**src/hw/rtl/ctt_pkg.sv**
```systemverilog
`default_nettype none
package ctt_pkg;
   localparam int MaxTrackers = 16;
   localparam int SlotW = $clog2(MaxTrackers);
   localparam int CntW = SlotW + 1;
   localparam int IdW = 5;
   localparam int CsrIdxW = 2;
   localparam int CsrDataW = 23;

   localparam logic [CsrIdxW-1:0] CSR_MIN_AREA  = 2'd0;
   localparam logic [CsrIdxW-1:0] CSR_RADIUS    = 2'd1;
   localparam logic [CsrIdxW-1:0] CSR_STABILITY = 2'd2;

   typedef struct packed {
      logic [22:0] comp_area;
      logic [10:0] comp_left;
      logic [10:0] comp_top;
      logic [11:0] comp_width;
      logic [11:0] comp_height;
      logic [14:0] centre_x;
      logic [14:0] centre_y;
      logic        last_in_frame;
   } req_type;

   typedef struct packed {
      logic [IdW-1:0] track_id;
      logic        was_skipped;
      logic        is_new;
      logic        table_full;
      logic        locked_now;
      logic        is_locked;
      logic [7:0]  stable_count;
      logic [10:0] box_left;
      logic [10:0] box_top;
      logic [11:0] box_width;
      logic [11:0] box_height;
      logic        frame_done;
   } rsp_type;

   typedef struct packed {
      logic [CsrIdxW-1:0]  index;
      logic [CsrDataW-1:0] data;
   } csr_type;

   // Contents of one tracker cell.
   typedef struct packed {
      logic        valid;
      logic        locked;
      logic [7:0]  stable;
      logic [22:0] max_area;
      logic [10:0] left;
      logic [10:0] top;
      logic [11:0] width;
      logic [11:0] height;
   } slot_type;

   typedef enum logic [2:0] {
      ST_IDLE, ST_SCAN, ST_WAIT, ST_UPDATE, ST_OUT
   } state_type;
endpackage
`default_nettype wire

```
**src/hw/rtl/ctt_if.sv**
```systemverilog
`default_nettype none
interface ctt_req_if;
   import ctt_pkg::*;
   logic valid;
   logic ready;
   req_type data;
   modport source (output valid, output data, input ready);
   modport sink (input valid, input data, output ready);
endinterface

interface ctt_rsp_if;
   import ctt_pkg::*;
   logic valid;
   logic ready;
   rsp_type data;
   modport source (output valid, output data, input ready);
   modport sink (input valid, input data, output ready);
endinterface

interface ctt_csr_if;
   import ctt_pkg::*;
   logic valid;
   logic ready;
   csr_type data;
   modport source (output valid, output data, input ready);
   modport sink (input valid, input data, output ready);
endinterface
`default_nettype wire

```
**src/hw/rtl/ctt_cell.sv**
```systemverilog
`default_nettype none
// One tracker slot. The contents rotate through the ring: each cycle of a
// rotation this cell takes its neighbor's contents, or new contents at the
// head of the ring.
module ctt_cell (
   input  wire logic              clock,
   input  wire logic              reset,
   input  wire logic              shift,
   input  wire ctt_pkg::slot_type slot_in,
   output ctt_pkg::slot_type      slot_out
);
   import ctt_pkg::*;
   slot_type slot_ff;
   logic     valid_ff;

   always_ff @(posedge clock) begin
      if (reset) begin
         valid_ff <= 1'b0;
      end else if (shift) begin
         valid_ff <= slot_in.valid;
      end
      if (shift) begin
         slot_ff <= slot_in;
      end
   end

   always_comb begin
      slot_out = slot_ff;
      slot_out.valid = valid_ff;
   end
endmodule
`default_nettype wire

```
**src/hw/rtl/ctt_dist.sv**
```systemverilog
`default_nettype none
// Squared distance from the head slot's box centre to the centroid: the
// products are registered and the sum is formed combinationally from them.
module ctt_dist (
   input  wire logic        clock,
   input  wire logic [14:0] centre_x,
   input  wire logic [14:0] centre_y,
   input  wire logic [10:0] left,
   input  wire logic [10:0] top,
   input  wire logic [11:0] width,
   input  wire logic [11:0] height,
   output logic [31:0]      dist_sq
);
   logic [15:0] tx, ty, dx, dy;
   logic [31:0] dx_sq_ff, dy_sq_ff;
   logic [31:0] dx_sq_in, dy_sq_in;
   logic [32:0] sum;

   always_comb begin
      tx = {1'b0, left, 4'b0} + {1'b0, width, 3'b0};
      ty = {1'b0, top, 4'b0} + {1'b0, height, 3'b0};
      dx = ({1'b0, centre_x} >= tx) ? ({1'b0, centre_x} - tx) : (tx - {1'b0, centre_x});
      dy = ({1'b0, centre_y} >= ty) ? ({1'b0, centre_y} - ty) : (ty - {1'b0, centre_y});
      dx_sq_in = dx * dx;
      dy_sq_in = dy * dy;
      sum = {1'b0, dx_sq_ff} + {1'b0, dy_sq_ff};
      // Saturate: any radius squared fits in 32 bits, so a clipped sum still fails.
      dist_sq = sum[32] ? 32'hFFFF_FFFF : sum[31:0];
   end

   always_ff @(posedge clock) begin
      dx_sq_ff <= dx_sq_in;
      dy_sq_ff <= dy_sq_in;
   end
endmodule
`default_nettype wire

```
**src/hw/rtl/centroid_tracker_table.sv**
```systemverilog
// An accepted item passes through one full ring rotation to measure distances,
// a wait state for the last distance to settle, and a second rotation to write
// back the slot. One item at a time; the next is accepted in the cycle after
// the result is taken. Reset clears all slots' valid bits, the allocation
// pointer and loads the register defaults.
`default_nettype none
module centroid_tracker_table (
   input  wire logic clock,
   input  wire logic reset,
   ctt_req_if.sink   req,
   ctt_rsp_if.source rsp,
   ctt_csr_if.sink   csr
);
   import ctt_pkg::*;

   state_type state_ff, state_in;
   req_type   item_ff;
   logic [22:0] min_area_ff;
   logic [11:0] radius_ff;
   logic [7:0]  stab_ff;
   logic [CntW-1:0] cnt_ff, cnt_in;
   logic [CntW-1:0] next_slot_ff;
   logic [31:0] best_ff;
   logic        found_ff;
   logic [SlotW-1:0] best_idx_ff;
   logic [SlotW-1:0] dist_idx_ff;
   logic        dist_vld_ff, dist_slot_vld_ff;
   rsp_type     rsp_ff;
   logic        skip;

   slot_type chain [MaxTrackers];
   slot_type head_in, head_new;
   logic     shift;
   logic [31:0] dist_sq;
   logic [23:0] r16;
   logic [31:0] best_init;

   // Cell k feeds cell k+1; the last cell returns to cell 0 through head_in.
   for (genvar k = 0; k < MaxTrackers; k++) begin : g_cell
      ctt_cell u_cell (
         .clock   (clock),
         .reset   (reset),
         .shift   (shift),
         .slot_in ((k == 0) ? head_in : chain[(k + MaxTrackers - 1) % MaxTrackers]),
         .slot_out(chain[k])
      );
   end

   ctt_dist u_dist (
      .clock   (clock),
      .centre_x(item_ff.centre_x),
      .centre_y(item_ff.centre_y),
      .left    (chain[MaxTrackers-1].left),
      .top     (chain[MaxTrackers-1].top),
      .width   (chain[MaxTrackers-1].width),
      .height  (chain[MaxTrackers-1].height),
      .dist_sq (dist_sq)
   );

   assign r16 = {8'b0, radius_ff, 4'b0};
   assign best_init = {8'b0, r16} * {8'b0, r16};
   assign skip = item_ff.comp_area < min_area_ff;
   assign csr.ready = 1'b1;
   assign req.ready = (state_ff == ST_IDLE);
   assign rsp.valid = (state_ff == ST_OUT);
   assign rsp.data = rsp_ff;
   assign shift = (state_ff == ST_SCAN) || (state_ff == ST_UPDATE);

   // Slot passing the head in the update rotation: index = cnt_ff.
   logic [SlotW-1:0] cur_idx;
   logic             alloc;
   logic             hit_new;
   logic [8:0]       stab_inc;
   assign cur_idx = cnt_ff[SlotW-1:0];
   assign alloc = !found_ff && (next_slot_ff < CntW'(MaxTrackers));

   always_comb begin
      slot_type t;
      t = chain[MaxTrackers-1];
      head_new = t;
      hit_new = 1'b0;
      stab_inc = {1'b0, t.stable} + 9'd1;
      if (state_ff == ST_UPDATE && !skip) begin
         if (found_ff && cur_idx == best_idx_ff && !t.locked) begin
            if (item_ff.comp_area > t.max_area) begin
               head_new.left = item_ff.comp_left;
               head_new.top = item_ff.comp_top;
               head_new.width = item_ff.comp_width;
               head_new.height = item_ff.comp_height;
               head_new.max_area = item_ff.comp_area;
               head_new.stable = 8'd0;
            end else begin
               head_new.stable = stab_inc[8] ? 8'hFF : stab_inc[7:0];
               if (head_new.stable >= stab_ff) begin
                  head_new.locked = 1'b1;
                  hit_new = 1'b1;
               end
            end
         end else if (alloc && cur_idx == next_slot_ff[SlotW-1:0]) begin
            head_new.valid = 1'b1;
            head_new.left = item_ff.comp_left;
            head_new.top = item_ff.comp_top;
            head_new.width = item_ff.comp_width;
            head_new.height = item_ff.comp_height;
            head_new.max_area = item_ff.comp_area;
            head_new.stable = 8'd0;
            head_new.locked = 1'b0;
         end
      end
      head_in = head_new;
   end

   always_comb begin
      state_in = state_ff;
      cnt_in = cnt_ff;
      case (state_ff)
         ST_IDLE: begin
            cnt_in = '0;
            if (req.valid) state_in = ST_SCAN;
         end
         ST_SCAN: begin
            cnt_in = cnt_ff + 1'b1;
            if (cnt_ff == CntW'(MaxTrackers - 1)) state_in = ST_WAIT;
         end
         ST_WAIT: begin
            cnt_in = cnt_ff + 1'b1;
            if (cnt_ff == CntW'(MaxTrackers + 1)) begin
               state_in = ST_UPDATE;
               cnt_in = '0;
            end
         end
         ST_UPDATE: begin
            cnt_in = cnt_ff + 1'b1;
            if (cnt_ff == CntW'(MaxTrackers - 1)) state_in = ST_OUT;
         end
         ST_OUT: begin
            if (rsp.ready) state_in = ST_IDLE;
         end
         default: state_in = ST_IDLE;
      endcase
   end

   always_ff @(posedge clock) begin
      if (reset) begin
         state_ff <= ST_IDLE;
         cnt_ff <= '0;
         next_slot_ff <= '0;
         min_area_ff <= 23'd25;
         radius_ff <= 12'd50;
         stab_ff <= 8'd25;
         dist_vld_ff <= 1'b0;
         found_ff <= 1'b0;
      end else begin
         state_ff <= state_in;
         cnt_ff <= cnt_in;
         if (csr.valid) begin
            case (csr.data.index)
               CSR_MIN_AREA:  min_area_ff <= csr.data.data;
               CSR_RADIUS:    radius_ff <= csr.data.data[11:0];
               CSR_STABILITY: stab_ff <= csr.data.data[7:0];
               default: ;
            endcase
         end
         // Distance of the head slot is ready in the cycle after it is sampled.
         dist_vld_ff <= (state_ff == ST_SCAN);
         if (state_ff == ST_IDLE) begin
            found_ff <= 1'b0;
         end else if (dist_vld_ff && dist_slot_vld_ff && dist_sq < best_ff) begin
            found_ff <= 1'b1;
         end
         if (state_ff == ST_UPDATE && cnt_ff == CntW'(MaxTrackers - 1) && !skip && alloc) begin
            next_slot_ff <= next_slot_ff + 1'b1;
         end
      end
   end

   always_ff @(posedge clock) begin
      if (req.valid && req.ready) item_ff <= req.data;
      if (state_ff == ST_IDLE) best_ff <= best_init;
      else if (dist_vld_ff && dist_slot_vld_ff && dist_sq < best_ff) begin
         best_ff <= dist_sq;
         best_idx_ff <= dist_idx_ff;
      end
      dist_idx_ff <= cur_idx;
      dist_slot_vld_ff <= chain[MaxTrackers-1].valid;
      if (state_ff == ST_IDLE) begin
         rsp_ff <= '0;
      end else if (state_ff == ST_UPDATE) begin
         rsp_ff.was_skipped <= skip;
         rsp_ff.frame_done <= item_ff.last_in_frame;
         rsp_ff.table_full <= !skip && !found_ff && !alloc;
         rsp_ff.is_new <= !skip && alloc;
         if (!skip && head_new.valid && ((found_ff && cur_idx == best_idx_ff) ||
             (alloc && cur_idx == next_slot_ff[SlotW-1:0]))) begin
            rsp_ff.track_id <= IdW'(cur_idx) + 1'b1;
            rsp_ff.locked_now <= hit_new;
            rsp_ff.is_locked <= head_new.locked;
            rsp_ff.stable_count <= head_new.stable;
            rsp_ff.box_left <= head_new.left;
            rsp_ff.box_top <= head_new.top;
            rsp_ff.box_width <= head_new.width;
            rsp_ff.box_height <= head_new.height;
         end
      end
   end
endmodule
`default_nettype wire
```
**src/flat_wrapper.sv**
```systemverilog
// flat-port wrapper written by rule: the top's interface ports become plain ports
module centroid_tracker_table_flat import ctt_pkg::*;
  (clock, reset, req_valid, req_data, req_ready, rsp_valid, rsp_data, rsp_ready, csr_valid, csr_data, csr_ready);
  ctt_req_if req_i ();
  ctt_rsp_if rsp_i ();
  ctt_csr_if csr_i ();
  input  wire logic clock;
  input  wire logic reset;
  input wire logic [$bits(req_i.valid)-1:0] req_valid;
  input wire logic [$bits(req_i.data)-1:0] req_data;
  output wire logic [$bits(req_i.ready)-1:0] req_ready;
  output wire logic [$bits(rsp_i.valid)-1:0] rsp_valid;
  output wire logic [$bits(rsp_i.data)-1:0] rsp_data;
  input wire logic [$bits(rsp_i.ready)-1:0] rsp_ready;
  input wire logic [$bits(csr_i.valid)-1:0] csr_valid;
  input wire logic [$bits(csr_i.data)-1:0] csr_data;
  output wire logic [$bits(csr_i.ready)-1:0] csr_ready;
  assign req_i.valid = req_valid;
  assign req_i.data = req_data;
  assign req_ready = req_i.ready;
  assign rsp_valid = rsp_i.valid;
  assign rsp_data = rsp_i.data;
  assign rsp_i.ready = rsp_ready;
  assign csr_i.valid = csr_valid;
  assign csr_i.data = csr_data;
  assign csr_ready = csr_i.ready;
  centroid_tracker_table u_core (.clock(clock), .reset(reset), .req(req_i), .rsp(rsp_i), .csr(csr_i));
endmodule
```
**config.mk**
```make
export PLATFORM = sky130hd
export DESIGN_NAME = centroid_tracker_table_flat
export DESIGN_NICKNAME = d
export VERILOG_FILES = /design/src/hw/rtl/ctt_pkg.sv /design/src/hw/rtl/ctt_if.sv /design/src/hw/rtl/ctt_cell.sv /design/src/hw/rtl/ctt_dist.sv /design/src/hw/rtl/centroid_tracker_table.sv /design/src/flat_wrapper.sv
export SDC_FILE = /design/constraint.sdc
export NUM_CORES = 2
export LEC_CHECK = 0
export BUFFER_PORTS_ARGS = -buffer_cell sky130_fd_sc_hd__buf_2
export CAP_MARGIN = 0
export CORE_AREA = 2 2 410 412
export DETAILED_ROUTE_END_ITERATION = 10
export DIE_AREA = 0 0 412 414
export GPL_TIMING_DRIVEN = 0
export PLACE_DENSITY = 0.69
export SYNTH_ARGS = -nofsm -noshare
export SYNTH_HDL_FRONTEND = slang
export SYNTH_SLANG_ARGS = --single-unit
```
**constraint.sdc**
```tcl
create_clock -name clock -period 102.1 [get_ports clock]
set_input_delay 15.315 -clock clock [delete_from_list [all_inputs] [get_ports clock]]
set_output_delay 15.315 -clock clock [all_outputs]
set_load 0.05 [all_outputs]
```
==> out/metrics.yaml <==
run_status:
  status: "finished clean"
worst_setup_path:
  crit_type: "reg2out"
  crit_start: "u_core.state_ff[2]"
  start_kind: "flop"
  required_ps: 86780
  worstPathArrival_ps: 4100
  worstSetupEndpoint: "req_ready"
  rrSetupSlack_ps: 90180
  critPathMaxFanout: 10
  cp_num_cells: 6
  reg2reg_from: "u_core.g_cell[15].u_cell.slot_out[24]"
  cpMostUsedCell: "clkbuf_1"
  rr_endpoint: "u_core.u_dist.dy_sq_ff[30]"
  cp_top_family: "buffers and inverters"
  path_buf_inv: 5
  r2r_cells: 46
  cpPeakStageDelay_ps: 900
  worst_setup_path_end_kind: "primary output"
  crit_chain: "clkbuf_1, or3_1, clkbuf_1, clkinv_1, clkbuf_1, buf_2"
  cp_slowest_cell: "clkbuf_1"
sta:
  maxSlewHeadroom_pct: 14.7
  setup_violations: 0
  skew_ps: 58.7
  slew_viol_final: 0
  fmax_ghz: 0.0515
  finalCriticalPeriod_ps: 19420
  hold_violations: 0
  fin_crit_sh_pct: 19.0
  setup_tns_ps: 0
  rsz0062_at_grt: "false"
  worstMarginPinSlew_ps: 1270
grt:
  grt_pass1_wl_um: 229000
  grt_max_degree: 73
  grt_usage_pct: 17.5
  grt_overflow: 0
  antenna_found_initial: 15
  grt_pass1_vias: 41000
yosys:
  seq_area_frac_synth_pct: 61.4
  synth.avg_cell_area_sq_um: 14.2
  synthArstFlopShare_pct: 0
  synth_nets: 6211
  syn_area_sq_um: 74200
  ys_seq_elements: 1590
  ys_types: 92
  syn_inst: 5228
  synth-main-ff-cell: "edfxtp_1"
  synth_edf_count: 1376
  synth_warnings: 0
route:
  ant_nets: 0
  viasPerCell: 5.05
  vias: 40100
  drt-wirelength-per-cell_um: 18.7
  dr.pass1.iters: 8
  drt_iter0_markers: 3015
  drt_wl_total_um: 149000
  drc: 0
clock_network:
  tritoncts: "built"
  cts_max_level: 4
  clk_pin_slew_ps: 70
  cts_hold_buf: 0
  clock_latency_ps: 810
  clockRootBuffer: "clkbuf_16"
  cts_setup_buffers: 0
  cts_resized: 0
  cts_inserted_buffers: 159
  clockBufferDepth: 3
  cts.sinks: 1590
floorplanning:
  io_pins: 198
  chipWidth_um: 412
  dieArea_sq_um: 171000
  start_util_pct: 44.6
  fp.dieH_um: 414
  fp-row-count: 150
  design.core.area_sq_um: 166000
placement:
  dp_hpwl_um: 109000
  place_congestion: 0.899
  portBuffers: 195
finish:
  areaGrowthSynthToFinish_pct: 13.1
  nets: 6589
  mostFrequentLayoutCells: "edfxtp_1, inv_1, ha_1, fa_1, nand2_1"
  drive_gt1_share_pct: 11.5
  layout.area.seq_sq_um: 45600
  n_fill_cell: 14000
  multi_input_area_sq_um: 25400
  final_common_cell: "edfxtp_1"
run:
  drv_cap: 0
hold_path:
  hp-class: "reg2reg"
==> metrics by stage <==
stage | hold WS (ps) | setup WS, ps | area, sq um | utilization [%] | cells
after floorplan | 329 | 65570 | 74200 | - | 5228
after global placement | 353 | 53760 | 78000 | 46.9 | 7627
after detailed placement | 345 | 83410 | 78600 | 47.3 | 7649
after CTS | 371 | 82500 | 83900 | 50.5 | 7940
after global routing | 381 | 82370 | 83900 | 50.5 | 7940
final | 366 | 82680 | 83900 | 50.5 | 7943
==> area by class of cell <==
type	instances	share of cell area [%]
antenna	3	0.00894
timing repair buffer	217	1.88
sequential	1590	54.3
clock inverter	84	1.24
buffer	118	0.611
inverter	734	3.28
clock buffer	207	5.13
tap	2204	3.29
multi-input combinational	2786	30.2
==> cell families after synthesis <==
logic type / count (synthesis) / synth area share, %
multiplexers: 69 / 1.03
AO/OA/AOI/OAI: 671 / 6.15
buffers and inverters: 852 / 4.40
AND/OR/NAND/NOR: 1021 / 6.31
XOR/XNOR: 171 / 2.17
adder cells (fa/ha/maj): 853 / 18.5
other: 1 / 0.00505
flip-flops: 1590 / 61.4
==> registers in the layout, indices dropped and copies added, names as in the netlist <==
signal,count
u_core.u_dist.dy_sq_ff,31
u_core.u_dist.dx_sq_ff,31
u_core.stab_ff,8
u_core.next_slot_ff,5
u_core.best_idx_ff,4
u_core.radius_ff,12
u_core.item_ff,100
u_core.state_ff,3
u_core.dist_idx_ff,4
u_core.rsp.data,65
u_core.dist_slot_vld_ff,1
u_core.best_ff,32
u_core.found_ff,1
u_core.cnt_ff,5
u_core.g_cell.u_cell.slot_out,1248
u_core.g_cell.u_cell.valid_ff,16
u_core.min_area_ff,23
u_core.dist_vld_ff,1
==> worst min-delay path by stage <==
stage	startpoint	end	slack [ps]	cells past startpoint
global placement	u_core.cnt_ff[2]	u_core.dist_idx_ff[2]	350	0
global route	u_core.cnt_ff[2]	u_core.dist_idx_ff[2]	380	0
finish	u_core.cnt_ff[2]	u_core.dist_idx_ff[2]	370	0
detailed placement	u_core.cnt_ff[2]	u_core.dist_idx_ff[2]	340	0
CTS	u_core.cnt_ff[2]	u_core.dist_idx_ff[2]	370	0
floorplan	u_core.cnt_ff[2]	u_core.dist_idx_ff[2]	330	0
==> cell usage after synthesis (all sizes together) (9+ instances only) <==
| library cell | count | area share [%] |
|---|---|---|
| o211ai | 12 | 0.14 |
| nand4 | 20 | 0.17 |
| edfxtp | 1376 | 56 |
| a211oi | 34 | 0.34 |
| a21o | 84 | 0.85 |
| mux2i | 17 | 0.25 |
| o21ai | 124 | 0.85 |
| o211a | 9 | 0.12 |
| or2 | 12 | 0.10 |
| or3 | 11 | 0.093 |
| buf | 33 | 0.26 |
| ha | 446 | 7.5 |
| and2 | 79 | 0.67 |
| o22ai | 12 | 0.10 |
| xnor2 | 110 | 1.4 |
| nor2b | 28 | 0.24 |
| a31oi | 22 | 0.21 |
| a21oi | 188 | 1.3 |
| o41ai | 9 | 0.16 |
| nor2 | 264 | 1.4 |
| nor3 | 46 | 0.31 |
| nand3b | 10 | 0.10 |
| a211o | 13 | 0.15 |
| inv | 732 | 3.7 |
| clkbuf | 85 | 0.43 |
| nand2 | 380 | 1.9 |
| nand2b | 39 | 0.33 |
| nand3 | 90 | 0.61 |
| dfxtp | 214 | 5.8 |
| mux2 | 52 | 0.79 |
| a21bo | 46 | 0.62 |
| and3 | 15 | 0.13 |
| xor2 | 61 | 0.79 |
| o21a | 25 | 0.25 |
| o21bai | 29 | 0.29 |
| fa | 407 | 11 |
==> routing by layer <==
layer	vias to the layer above	part of all wire, %	global-route usage [%]
met1	20200	46	24.9
met4	4	2.5	5.47
met3	243	4.9	2.89
li1	18900	-	-
met5	-	0.020	0
met2	839	46	27.7
==> worst reg2reg max path: cells and delay by family, from the launching register on <==
kind	cells	cell delay [ps]
AOI/OAI and AO/OA	20	4090
DFF	1	530
adders and majority gates	10	4080
and+or+nand+nor	4	530
buffers and inverters	9	1490
xor gates and xnor gates	3	1080
Power is left out: the tool's default activity adds up to more than one toggle a clock period on the data nets, which glitch-free logic cannot reach.
